`config.mk`:
```
export PLATFORM = sky130hd
export DESIGN_NAME = framed_command_parser_xor
export DESIGN_NICKNAME = d
export VERILOG_FILES = /design/src/hdl/fcp_pkg.sv /design/src/hdl/fcp_front.sv /design/src/hdl/fcp_queue.sv /design/src/hdl/fcp_back.sv /design/src/hdl/framed_command_parser_xor.sv
export SDC_FILE = /design/constraint.sdc
export NUM_CORES = 1
export LEC_CHECK = 0
export BUFFER_PORTS_ARGS = -buffer_cell sky130_fd_sc_hd__buf_2
export CORE_MARGIN = 4
export CORE_UTILIZATION = 65
export DETAILED_ROUTE_END_ITERATION = 10
export GPL_TIMING_DRIVEN = 0
export PLACE_DENSITY = 0.93
export REMOVE_ABC_BUFFERS = 1
export SLEW_MARGIN = 20
export SYNTH_ARGS = -nofsm -noshare
export SYNTH_HDL_FRONTEND = slang
export SYNTH_SLANG_ARGS = --single-unit
```
`constraint.sdc`:
```
create_clock -name clk -period 6.14 [get_ports clk]
set_clock_uncertainty 0.05 [all_clocks]
set_input_delay 1.535 -clock clk [delete_from_list [all_inputs] [get_ports clk]]
set_output_delay 1.535 -clock clk [all_outputs]
set_load 0.005 [all_outputs]
```
`src/hdl/fcp_pkg.sv`:
```
// ----------------------------------------------------------------------------
// fcp_pkg
// Shared types and constants of the framed command parser.
// ----------------------------------------------------------------------------
package fcp_pkg;

    localparam int BYTE_W    = 8;
    localparam int CFG_IDX_W = 3;
    localparam int QDEPTH    = 2;
    localparam int QPTR_W    = (QDEPTH > 1) ? $clog2(QDEPTH) : 1;
    localparam int QCNT_W    = $clog2(QDEPTH + 1);

    localparam logic [CFG_IDX_W-1:0] REG_START_CODE     = 3'd0;
    localparam logic [CFG_IDX_W-1:0] REG_ACK_CODE       = 3'd1;
    localparam logic [CFG_IDX_W-1:0] REG_NACK_CODE      = 3'd2;
    localparam logic [CFG_IDX_W-1:0] REG_SET_SPEED_CODE = 3'd3;
    localparam logic [CFG_IDX_W-1:0] REG_STOP_CODE      = 3'd4;
    localparam logic [CFG_IDX_W-1:0] REG_GET_STATS_CODE = 3'd5;
    localparam logic [CFG_IDX_W-1:0] REG_SPEED_LIMIT    = 3'd6;

    localparam logic [BYTE_W-1:0] RST_START_CODE     = 8'd2;
    localparam logic [BYTE_W-1:0] RST_ACK_CODE       = 8'd6;
    localparam logic [BYTE_W-1:0] RST_NACK_CODE      = 8'd21;
    localparam logic [BYTE_W-1:0] RST_SET_SPEED_CODE = 8'd1;
    localparam logic [BYTE_W-1:0] RST_STOP_CODE      = 8'd2;
    localparam logic [BYTE_W-1:0] RST_GET_STATS_CODE = 8'd3;
    localparam logic [BYTE_W-1:0] RST_SPEED_LIMIT    = 8'd100;

    typedef struct packed {
        logic [BYTE_W-1:0] start_code;
        logic [BYTE_W-1:0] ack_code;
        logic [BYTE_W-1:0] nack_code;
        logic [BYTE_W-1:0] set_speed_code;
        logic [BYTE_W-1:0] stop_code;
        logic [BYTE_W-1:0] get_stats_code;
        logic [BYTE_W-1:0] speed_limit;
    } cfg_t;

    // One reply: a single code byte, or three statistics then the code byte.
    typedef struct packed {
        logic              stats;
        logic [BYTE_W-1:0] code;
        logic [BYTE_W-1:0] dropped;
        logic [BYTE_W-1:0] broken;
        logic [BYTE_W-1:0] errors;
        logic [BYTE_W-1:0] speed;
    } job_t;

endpackage

```
`src/hdl/fcp_front.sv`:
```
// ----------------------------------------------------------------------------
// fcp_front
// Deframes received bytes, checks the XOR byte, runs the command on the
// speed and error state and hands one reply job per frame to the queue.
// ----------------------------------------------------------------------------
module fcp_front
    import fcp_pkg::*;
(
    input  logic              clk,
    input  logic              rst_n,
    input  cfg_t              cfg,
    input  logic              rx_valid,
    output logic              rx_stall,
    input  logic [BYTE_W-1:0] rx_data,
    input  logic [BYTE_W-1:0] dropped_count,
    input  logic [BYTE_W-1:0] broken_count,
    input  logic              q_full,
    output logic              push,
    output job_t              job
);

    typedef enum logic [2:0] {
        PH_IDLE = 3'd0,
        PH_LEN  = 3'd1,
        PH_CMD  = 3'd2,
        PH_PAY  = 3'd3,
        PH_CHK  = 3'd4
    } phase_t;

    phase_t            phase_reg, phase_next;
    logic [BYTE_W-1:0] len_reg, len_next;
    logic [BYTE_W-1:0] cmd_reg, cmd_next;
    logic [BYTE_W-1:0] first_reg, first_next;
    logic [BYTE_W-1:0] pos_reg, pos_next;
    logic [BYTE_W-1:0] chk_reg, chk_next;
    logic [BYTE_W-1:0] speed_reg, speed_next;
    logic [BYTE_W-1:0] errs_reg, errs_next;
    logic [BYTE_W-1:0] pos_inc;
    logic              accept;

    // Only a check byte produces a job, so only it waits on a full queue.
    assign rx_stall = (phase_reg == PH_CHK) && q_full;
    assign accept   = rx_valid && !rx_stall;
    assign pos_inc  = pos_reg + 8'd1;

    always_comb
    begin
        phase_next  = phase_reg;
        len_next    = len_reg;
        cmd_next    = cmd_reg;
        first_next  = first_reg;
        pos_next    = pos_reg;
        chk_next    = chk_reg;
        speed_next  = speed_reg;
        errs_next   = errs_reg;
        push        = 1'b0;
        job.stats   = 1'b0;
        job.code    = cfg.nack_code;
        job.dropped = dropped_count;
        job.broken  = broken_count;
        job.errors  = errs_reg;
        if (accept)
        begin
            unique case (phase_reg)
                PH_LEN:
                begin
                    len_next   = rx_data;
                    pos_next   = '0;
                    chk_next   = chk_reg ^ rx_data;
                    phase_next = PH_CMD;
                end
                PH_CMD:
                begin
                    cmd_next   = rx_data;
                    chk_next   = chk_reg ^ rx_data;
                    phase_next = (len_reg > 8'd1) ? PH_PAY : PH_CHK;
                end
                PH_PAY:
                begin
                    if (pos_reg == '0)
                    begin
                        first_next = rx_data;
                    end
                    pos_next = pos_inc;
                    chk_next = chk_reg ^ rx_data;
                    if (pos_inc == len_reg - 8'd1)
                    begin
                        phase_next = PH_CHK;
                    end
                end
                PH_CHK:
                begin
                    push       = 1'b1;
                    phase_next = PH_IDLE;
                    if (chk_reg == rx_data)
                    begin
                        priority if (cmd_reg == cfg.set_speed_code)
                        begin
                            if (first_reg <= cfg.speed_limit)
                            begin
                                speed_next = first_reg;
                                job.code   = cfg.ack_code;
                            end
                        end
                        else if (cmd_reg == cfg.stop_code)
                        begin
                            speed_next = '0;
                            job.code   = cfg.ack_code;
                        end
                        else if (cmd_reg == cfg.get_stats_code)
                        begin
                            job.stats = 1'b1;
                            job.code  = cfg.ack_code;
                        end
                        else
                        begin
                            job.code = cfg.nack_code;
                        end
                    end
                    else
                    begin
                        errs_next = errs_reg + 8'd1;
                    end
                end
                default:
                begin
                    if (rx_data == cfg.start_code)
                    begin
                        phase_next = PH_LEN;
                        chk_next   = '0;
                    end
                    else
                    begin
                        phase_next = PH_IDLE;
                    end
                end
            endcase
        end
        job.speed = speed_next;
    end

    always_ff @(posedge clk or negedge rst_n)
    begin
        if (!rst_n)
        begin
            phase_reg <= PH_IDLE;
            len_reg   <= '0;
            cmd_reg   <= '0;
            first_reg <= '0;
            pos_reg   <= '0;
            chk_reg   <= '0;
            speed_reg <= '0;
            errs_reg  <= '0;
        end
        else
        begin
            phase_reg <= phase_next;
            len_reg   <= len_next;
            cmd_reg   <= cmd_next;
            first_reg <= first_next;
            pos_reg   <= pos_next;
            chk_reg   <= chk_next;
            speed_reg <= speed_next;
            errs_reg  <= errs_next;
        end
    end

endmodule

```
`src/hdl/fcp_queue.sv`:
```
// ----------------------------------------------------------------------------
// fcp_queue
// Short job queue between the frame parser and the reply sender.
// ----------------------------------------------------------------------------
module fcp_queue
    import fcp_pkg::*;
(
    input  logic clk,
    input  logic rst_n,
    input  logic push,
    input  job_t push_job,
    output logic full,
    input  logic pop,
    output logic head_valid,
    output job_t head
);

    job_t              mem [QDEPTH];
    logic [QPTR_W-1:0] wr_ptr_reg, wr_ptr_next;
    logic [QPTR_W-1:0] rd_ptr_reg, rd_ptr_next;
    logic [QCNT_W-1:0] cnt_reg, cnt_next;

    assign full       = (cnt_reg == QCNT_W'(QDEPTH));
    assign head_valid = (cnt_reg != '0);
    assign head       = mem[rd_ptr_reg];

    always_comb
    begin
        wr_ptr_next = wr_ptr_reg;
        rd_ptr_next = rd_ptr_reg;
        cnt_next    = cnt_reg;
        if (push)
        begin
            wr_ptr_next = (wr_ptr_reg == QPTR_W'(QDEPTH - 1)) ? '0 : wr_ptr_reg + 1'b1;
        end
        if (pop)
        begin
            rd_ptr_next = (rd_ptr_reg == QPTR_W'(QDEPTH - 1)) ? '0 : rd_ptr_reg + 1'b1;
        end
        if (push && !pop)
        begin
            cnt_next = cnt_reg + 1'b1;
        end
        else if (pop && !push)
        begin
            cnt_next = cnt_reg - 1'b1;
        end
    end

    always_ff @(posedge clk)
    begin
        if (push)
        begin
            mem[wr_ptr_reg] <= push_job;
        end
    end

    always_ff @(posedge clk or negedge rst_n)
    begin
        if (!rst_n)
        begin
            wr_ptr_reg <= '0;
            rd_ptr_reg <= '0;
            cnt_reg    <= '0;
        end
        else
        begin
            wr_ptr_reg <= wr_ptr_next;
            rd_ptr_reg <= rd_ptr_next;
            cnt_reg    <= cnt_next;
        end
    end

    a_no_overflow: assert property (@(posedge clk) disable iff (!rst_n)
        full |-> !push)
        else $error("job pushed into full queue");

    a_no_underflow: assert property (@(posedge clk) disable iff (!rst_n)
        !head_valid |-> !pop)
        else $error("job popped from empty queue");

    a_cnt_range: assert property (@(posedge clk) disable iff (!rst_n)
        cnt_reg <= QCNT_W'(QDEPTH))
        else $error("queue count out of range");

endmodule

```
`src/hdl/fcp_back.sv`:
```
// ----------------------------------------------------------------------------
// fcp_back
// Expands the job at the queue head into reply bytes, one per cycle while
// tx_stall is low, through a registered output stage.
// ----------------------------------------------------------------------------
module fcp_back
    import fcp_pkg::*;
(
    input  logic              clk,
    input  logic              rst_n,
    input  logic              head_valid,
    input  job_t              head,
    output logic              pop,
    output logic              tx_valid,
    input  logic              tx_stall,
    output logic [BYTE_W-1:0] tx_data,
    output logic              last,
    output logic [BYTE_W-1:0] speed_value
);

    logic              valid_reg, valid_next;
    logic [BYTE_W-1:0] data_reg, data_next;
    logic              last_reg, last_next;
    logic [BYTE_W-1:0] speed_reg, speed_next;
    logic [1:0]        idx_reg, idx_next;
    logic              load;
    logic              fin;
    logic [BYTE_W-1:0] byte_sel;

    assign load = !valid_reg || !tx_stall;
    assign fin  = !head.stats || (idx_reg == 2'd3);
    assign pop  = load && head_valid && fin;

    always_comb
    begin
        if (!head.stats)
        begin
            byte_sel = head.code;
        end
        else
        begin
            unique case (idx_reg)
                2'd0:    byte_sel = head.dropped;
                2'd1:    byte_sel = head.broken;
                2'd2:    byte_sel = head.errors;
                default: byte_sel = head.code;
            endcase
        end
    end

    always_comb
    begin
        valid_next = valid_reg;
        data_next  = data_reg;
        last_next  = last_reg;
        speed_next = speed_reg;
        idx_next   = idx_reg;
        if (load)
        begin
            valid_next = head_valid;
            if (head_valid)
            begin
                data_next  = byte_sel;
                last_next  = fin;
                speed_next = head.speed;
                idx_next   = fin ? 2'd0 : idx_reg + 2'd1;
            end
        end
    end

    always_ff @(posedge clk or negedge rst_n)
    begin
        if (!rst_n)
        begin
            valid_reg <= 1'b0;
            idx_reg   <= '0;
        end
        else
        begin
            valid_reg <= valid_next;
            idx_reg   <= idx_next;
        end
    end

    always_ff @(posedge clk)
    begin
        data_reg  <= data_next;
        last_reg  <= last_next;
        speed_reg <= speed_next;
    end

    assign tx_valid    = valid_reg;
    assign tx_data     = data_reg;
    assign last        = last_reg;
    assign speed_value = speed_reg;

    a_idx_stats: assert property (@(posedge clk) disable iff (!rst_n)
        (idx_reg != 2'd0) |-> (head_valid && head.stats))
        else $error("statistics reply index set without statistics job");

endmodule

```
`src/hdl/framed_command_parser_xor.sv`:
```
// ----------------------------------------------------------------------------
// framed_command_parser_xor
// Start/length framed command parser with XOR check byte and reply sender.
// ----------------------------------------------------------------------------
// One received byte is accepted per cycle; rx_stall rises only on a check
// byte while the two-entry reply queue is full. Each good or bad frame
// queues one reply job; the sender drains it one byte per cycle while
// tx_stall is low, through a registered output; a reply is one byte or
// four (statistics). A frame is at least four bytes, so with tx_stall low
// the queue never fills. Configuration registers are written through
// cfg_we, cfg_index and cfg_data; indexes past the last one are ignored.
module framed_command_parser_xor
    import fcp_pkg::*;
(
    input  logic                 clk,
    input  logic                 rst_n,
    input  logic                 cfg_we,
    input  logic [CFG_IDX_W-1:0] cfg_index,
    input  logic [BYTE_W-1:0]    cfg_data,
    input  logic                 rx_valid,
    output logic                 rx_stall,
    input  logic [BYTE_W-1:0]    rx_data,
    input  logic [BYTE_W-1:0]    dropped_count,
    input  logic [BYTE_W-1:0]    broken_count,
    output logic                 tx_valid,
    input  logic                 tx_stall,
    output logic [BYTE_W-1:0]    tx_data,
    output logic                 last,
    output logic [BYTE_W-1:0]    speed_value
);

    cfg_t cfg_reg, cfg_next;
    logic q_full;
    logic push;
    job_t push_job;
    logic pop;
    logic head_valid;
    job_t head;

    always_comb
    begin
        cfg_next = cfg_reg;
        if (cfg_we)
        begin
            unique case (cfg_index)
                REG_START_CODE:     cfg_next.start_code     = cfg_data;
                REG_ACK_CODE:       cfg_next.ack_code       = cfg_data;
                REG_NACK_CODE:      cfg_next.nack_code      = cfg_data;
                REG_SET_SPEED_CODE: cfg_next.set_speed_code = cfg_data;
                REG_STOP_CODE:      cfg_next.stop_code      = cfg_data;
                REG_GET_STATS_CODE: cfg_next.get_stats_code = cfg_data;
                REG_SPEED_LIMIT:    cfg_next.speed_limit    = cfg_data;
                default:            cfg_next = cfg_reg;
            endcase
        end
    end

    always_ff @(posedge clk or negedge rst_n)
    begin
        if (!rst_n)
        begin
            cfg_reg.start_code     <= RST_START_CODE;
            cfg_reg.ack_code       <= RST_ACK_CODE;
            cfg_reg.nack_code      <= RST_NACK_CODE;
            cfg_reg.set_speed_code <= RST_SET_SPEED_CODE;
            cfg_reg.stop_code      <= RST_STOP_CODE;
            cfg_reg.get_stats_code <= RST_GET_STATS_CODE;
            cfg_reg.speed_limit    <= RST_SPEED_LIMIT;
        end
        else
        begin
            cfg_reg <= cfg_next;
        end
    end

    fcp_front u_front (
        .clk           (clk),
        .rst_n         (rst_n),
        .cfg           (cfg_reg),
        .rx_valid      (rx_valid),
        .rx_stall      (rx_stall),
        .rx_data       (rx_data),
        .dropped_count (dropped_count),
        .broken_count  (broken_count),
        .q_full        (q_full),
        .push          (push),
        .job           (push_job)
    );

    fcp_queue u_queue (
        .clk        (clk),
        .rst_n      (rst_n),
        .push       (push),
        .push_job   (push_job),
        .full       (q_full),
        .pop        (pop),
        .head_valid (head_valid),
        .head       (head)
    );

    fcp_back u_back (
        .clk         (clk),
        .rst_n       (rst_n),
        .head_valid  (head_valid),
        .head        (head),
        .pop         (pop),
        .tx_valid    (tx_valid),
        .tx_stall    (tx_stall),
        .tx_data     (tx_data),
        .last        (last),
        .speed_value (speed_value)
    );

endmodule
```
---- Yosys cells after proc, flatten, opt, wreduce, memory -nomap -nowiden ----
Memory sizes are Yosys's and may differ from the RTL's.
Index checks and enable logic that the tools add are counted.
cells by class
  add/sub/neg operators ................... 8
  muxes and demuxes ....................... 34
  reduce and logical (&&, ||, !) cells .... 37
  order comparisons ....................... 2
  bitwise operators ....................... 3
  equality and inequality tests ........... 21
operator list
  cell                                                                             number
  8-bit 2-to-1 mux                                                                 12
  8-bit == test                                                                    6
  8-bit one-hot mux with 2 select lines                                            2
  9-bit 2-to-1 mux                                                                 3
  8-bit one-hot mux with 3 select lines                                            1
  2-bit AND reduction                                                              12
  8-bit by 1-bit adder with 8-bit output, second input constant                    2
  3-bit by 2-bit == test with 1-bit output, second input constant                  4
  3-bit == test, second input constant                                             4
  3-bit one-hot mux with 4 select lines                                            1
  1-bit 2-to-1 mux                                                                 10
  3-bit AND reduction                                                              3
  8-bit by 1-bit greater-than comparator with 1-bit output, second input constant  1
  8-bit less-or-equal comparator                                                   1
  8-bit zero test                                                                  1
  2-bit nonzero test                                                               4
  8-bit by 1-bit subtractor with 8-bit output, second input constant               1
  8-bit bitwise XOR                                                                1
  2-bit == test, second input constant                                             3
  3-bit by 1-bit == test with 1-bit output, second input constant                  2
  1-bit logical AND                                                                6
  1-bit zero test                                                                  6
  2-bit 2-to-1 mux                                                                 3
  3-bit 2-to-1 mux                                                                 2
  10 further kinds                                                                 14
storage, ports and cells
  logic and storage cells ................. 129
  register bits ........................... 139
  memories kept ........................... 1
  bits of input ports ..................... 40
  RAM bits ................................ 82
  output and inout port bits .............. 19
memories
  name         depth  bits a word  rd ports  clocked after Yosys merged registers in  wr ports  line             text
  u_queue.mem  2      41           1         0                                        1         fcp_queue.sv:18  job_t mem [QDEPTH];

---- Logic depth before layout (Yosys ltp) ----
  word-level depth ........................ 9
  gate-level depth with buffers ........... 9
  mapped depth without buffers ............ 8

---- Modules after synthesis ----
From an unflattened synthesis, not the netlist that was laid out.
second synthesis, totals
  cells, all modules ...................... 736
  area total of the unflattened synthesis .. 10,304.9 µm²
by module, submodules not included
  module                     area an instance (µm²)  times used  sequential area each (µm²)  cells each
  fcp_front                  3,844.9                 1           1,476.4                     403
  fcp_queue                  3,350.7                 1           2,562.5                     144
  framed_command_parser_xor  2,163.3                 1           1,417.6                     126
  fcp_back                   945.9                   1           585.6                       63

---- Worst setup path after synthesis ----
Ideal clock, no wire load.
  kind .................................... in2reg
  from .................................... input port rx_valid
  to ...................................... memory u_queue.mem[0][0] in the netlist's numbering, enable pin
  path buffers ............................ 0
  arrival ................................. 3.492 ns
  setup time .............................. 0.440 ns
  stages on the path ...................... 2
  slack ................................... 2.159 ns
  required time ........................... 5.650 ns
  cells stage by stage .................... nand4_2 -> nor2_1
on the way
  longest elaborated chain between the ends .. 4
RTL lines
  what                                    line                             text
  start: declaration                      framed_command_parser_xor.sv:20  input logic rx_valid,
  1-bit logical AND                       fcp_front.sv:43                  assign accept = rx_valid && !rx_stall;
  1-bit 2-to-1 mux                        fcp_front.sv:62                  if (accept)
  1-bit 2-to-1 mux                        fcp_queue.sv:52                  if (push)
  1-bit 2-to-1 mux (implied by the code)  fcp_queue.sv:54                  mem[wr_ptr_reg] <= push_job;
  end: declaration                        fcp_queue.sv:18
No other way between the ends.

---- Final worst setup path ----
  from .................................... input port rx_valid
  to ...................................... register u_front.len_reg[3]
on the way
  longest elaborated chain between the ends .. 2
RTL lines
  what                           line              text
  1-bit logical AND              fcp_front.sv:43
  2-bit AND reduction (no line)  -
  end signal: assignment         fcp_front.sv:158  len_reg <= len_next;
  end: declaration               fcp_front.sv:31   logic [BYTE_W-1:0] len_reg, len_next;
No other way between the ends.
A chain may end at the register's enable or synchronous reset.

==> out/qor.txt <==
status - finished, final reports clean
drt initial violations - 495
critical-path maximum fanout - 14
crit path kind - input port to flip-flop
CTS clk-pin slew, worst paths - 0.06 ns
Syn. warnings - 0
Ports - 59
hold_buf cts - 0
drt drc - 0
Max Freq - 303 MHz
full die area - 17,200 um2
die width - 131 um
Slew Limit Fails - 0
vias in the first global route - 6,518
Netlist cell types - 55
worst hold slack - 0.438 ns
final worst-path cycle share - 53.8%
Largest register FFs - 82
Avg Cell Area, Syn - 14.0 um2
Post-synth EDFFs - 99
final hold violations - 0
final setup fails - 0
largest net degree at the start of global routing - 87
root buffer cell - clkbuf_16
initial antenna violation count - 0
RePlAce Congestion - 0.852
Crit path required time - 6.46 ns
type of origin of the critical path - input port
final wirelength - 21.3 mm
critical path arrival - 3.63 ns
Synth area leaders - edfxtp_1, dfrtp_1, mux2_2
maximum vdd drop - 349 uV
post-synthesis instance total - 708
Worst Setup End Kind - flip-flop
CTS Buffer Depth - 3
worst hold path depth - 1
Vias - 6,167
hold crit path type - flip-flop to flip-flop
CTS H-tree lvls - 1
DRT antenna net count - 0
sequential area share after synthesis - 61.2%
most used flip-flop cell after synthesis - dfrtp_1
nets - 823
ANT cells - 0
GRT Total Usage - 24.7%
PortBufs - 58
CTS tree - built
layout cells sized above 1 - 28.3%
Synth top area share - 30.1%
number of buffers created by CTS - 22
std cell rows - 44
CTS resizes - 0
flop2flop setup slack - 3.30 ns
async set-reset flop share out of synthesis - 55.2%
leakage - 4.47 nW
setup TNS - 0 ns
pwr/cell area - 423 nW/um2
dpl hpwl - 14.0 mm
setup bufs post-CTS - 0
worst rel slew slack - 34.6%
total of max-cap violations - 0
Cell Area, Synth - 9880 um2
Synth area leader - edfxtp_1
Synth Register Bits - 221
Syn-to-layout area delta - 12.0%
DR WL/cell - 22.1 um
Initial Util - 67.2%
fin crit period - 3.31 ns
Clock Latency Late Sink - 0.50 ns
Die Height - 131 um
grt total ovfl - 0
post-DR vias/cell - 6.39
core area - 14,700 um2
Num Clock Sinks - 221
FF-to-FF path depth - 9
Worst-Margin Slew - 0.981 ns
DRT Pass-1 Iters - 6
global-route wire length before repair - 34.6 mm
RSZ-0062 raised after global routing - no
-- path summary, 6_finish.rpt --
check,endpoint,start
min in group asynchronous,u_front.pos_reg[4]$_DFFE_PN0P_,rst_n
worst max register to register,u_queue.cnt_reg[1]$_DFFE_PN0P_,u_queue.rd_ptr_reg$_DFFE_PN0P_
worst min-delay path,cfg_reg[39]$_DFFE_PN0P_,cfg_reg[39]$_DFFE_PN0P_
worst max-delay path,u_front.len_reg[3]$_DFFE_PN0P_,rx_valid
max in group asynchronous,cfg_reg[2]$_DFFE_PN1P_,rst_n
worst min register to register,cfg_reg[39]$_DFFE_PN0P_,cfg_reg[39]$_DFFE_PN0P_
-- worst max-delay path, cell delays in order --
cell     delay, ns
buf_2         0.13
inv_1         0.20
nor2_1        0.26
nand2_1       0.33
nor2_1        0.75
mux2_2        0.42
-- final cells by class --
class | instances | area, um2
Sequential cell | 221 | 6040
Inverter | 17 | 63.8
Tap cell | 184 | 230
Timing Repair Buffer | 63 | 387
Multi-Input combinational cell | 440 | 3620
Clock buffer | 32 | 629
Clock inverter | 8 | 91.3
Fill cell | 833 | 3630
-- cell families after synthesis --
family	share of synthesized area, %
AO/OA/AOI/OAI	7.02
XOR/XNOR	6.84
adder cells (fa/ha/maj)	2.39
buffers and inverters	2.44
flip-flops	61.2
multiplexers	12.0
AND/OR/NAND/NOR	8.17
-- synth_stat cells (all sizes together), types with 5 or more instances --
cell,instances
a222oi,16
o211ai,11
buf,16
inv,17
o31ai,9
and2,8
o21ai,36
nor2,25
mux2i,9
nand2,51
mux2,97
xor2,45
a22o,5
nor3,10
nand4,7
clkbuf,14
dfrtp,109
xnor2,27
edfxtp,99
ha,18
dfstp,13
o2bb2ai,8
nand3,12
nor4,11
-- cell usage in the layout (no fill, tap or decap), types with 9 or more instances in the layout --
master	count
xnor2_1	27
inv_1	17
nor2_1	22
o21ai_1	11
dfstp_2	13
a222oi_1	16
buf_2	57
o211ai_1	10
clkbuf_16	23
nand3_1	12
mux2_1	10
edfxtp_1	99
dfrtp_1	109
mux2_2	87
mux2i_1	9
nor4_1	9
xor2_1	39
o21ai_0	25
ha_1	18
nand2_1	51
-- through the flow --
| step | power, mW | utilization, % | setup slack (ns) | cells | cell area, um2 |
|---|---|---|---|---|---|
| finish | 4.68 | 75.3 | 2.83 | 965 | 11100 |
| global route | 4.88 | 75.3 | 2.71 | 965 | 11100 |
| CTS | 4.68 | 75.3 | 2.90 | 965 | 11100 |
| detailed placement | 3.32 | 70.4 | 2.37 | 925 | 10300 |
| global placement | 3.18 | 69.5 | 1.14 | 920 | 10200 |
| floorplan | 2.92 | - | 2.15 | 678 | 9700 |
-- report_power, final --
| group | internal, mW | switching [mW] | total [mW] |
|---|---|---|---|
| Combinational | 0.567 | 0.597 | 1.16 |
| Clock | 0.796 | 0.548 | 1.34 |
| Sequential | 1.86 | 0.315 | 2.17 |
| Total | 3.22 | 1.46 | 4.68 |
-- metal layers --
| layer | vias to the layer above | routed length, um | global-route usage (%) |
|---|---|---|---|
| li1 | 2714 | - | - |
| met2 | 258 | 11000 | 43.7 |
| met3 | 63 | 1220 | 4.13 |
| met5 | - | 0 | 0 |
| met4 | 0 | 709 | 8.40 |
| met1 | 3132 | 8420 | 31.3 |
(Power assumes the default switching activity.)
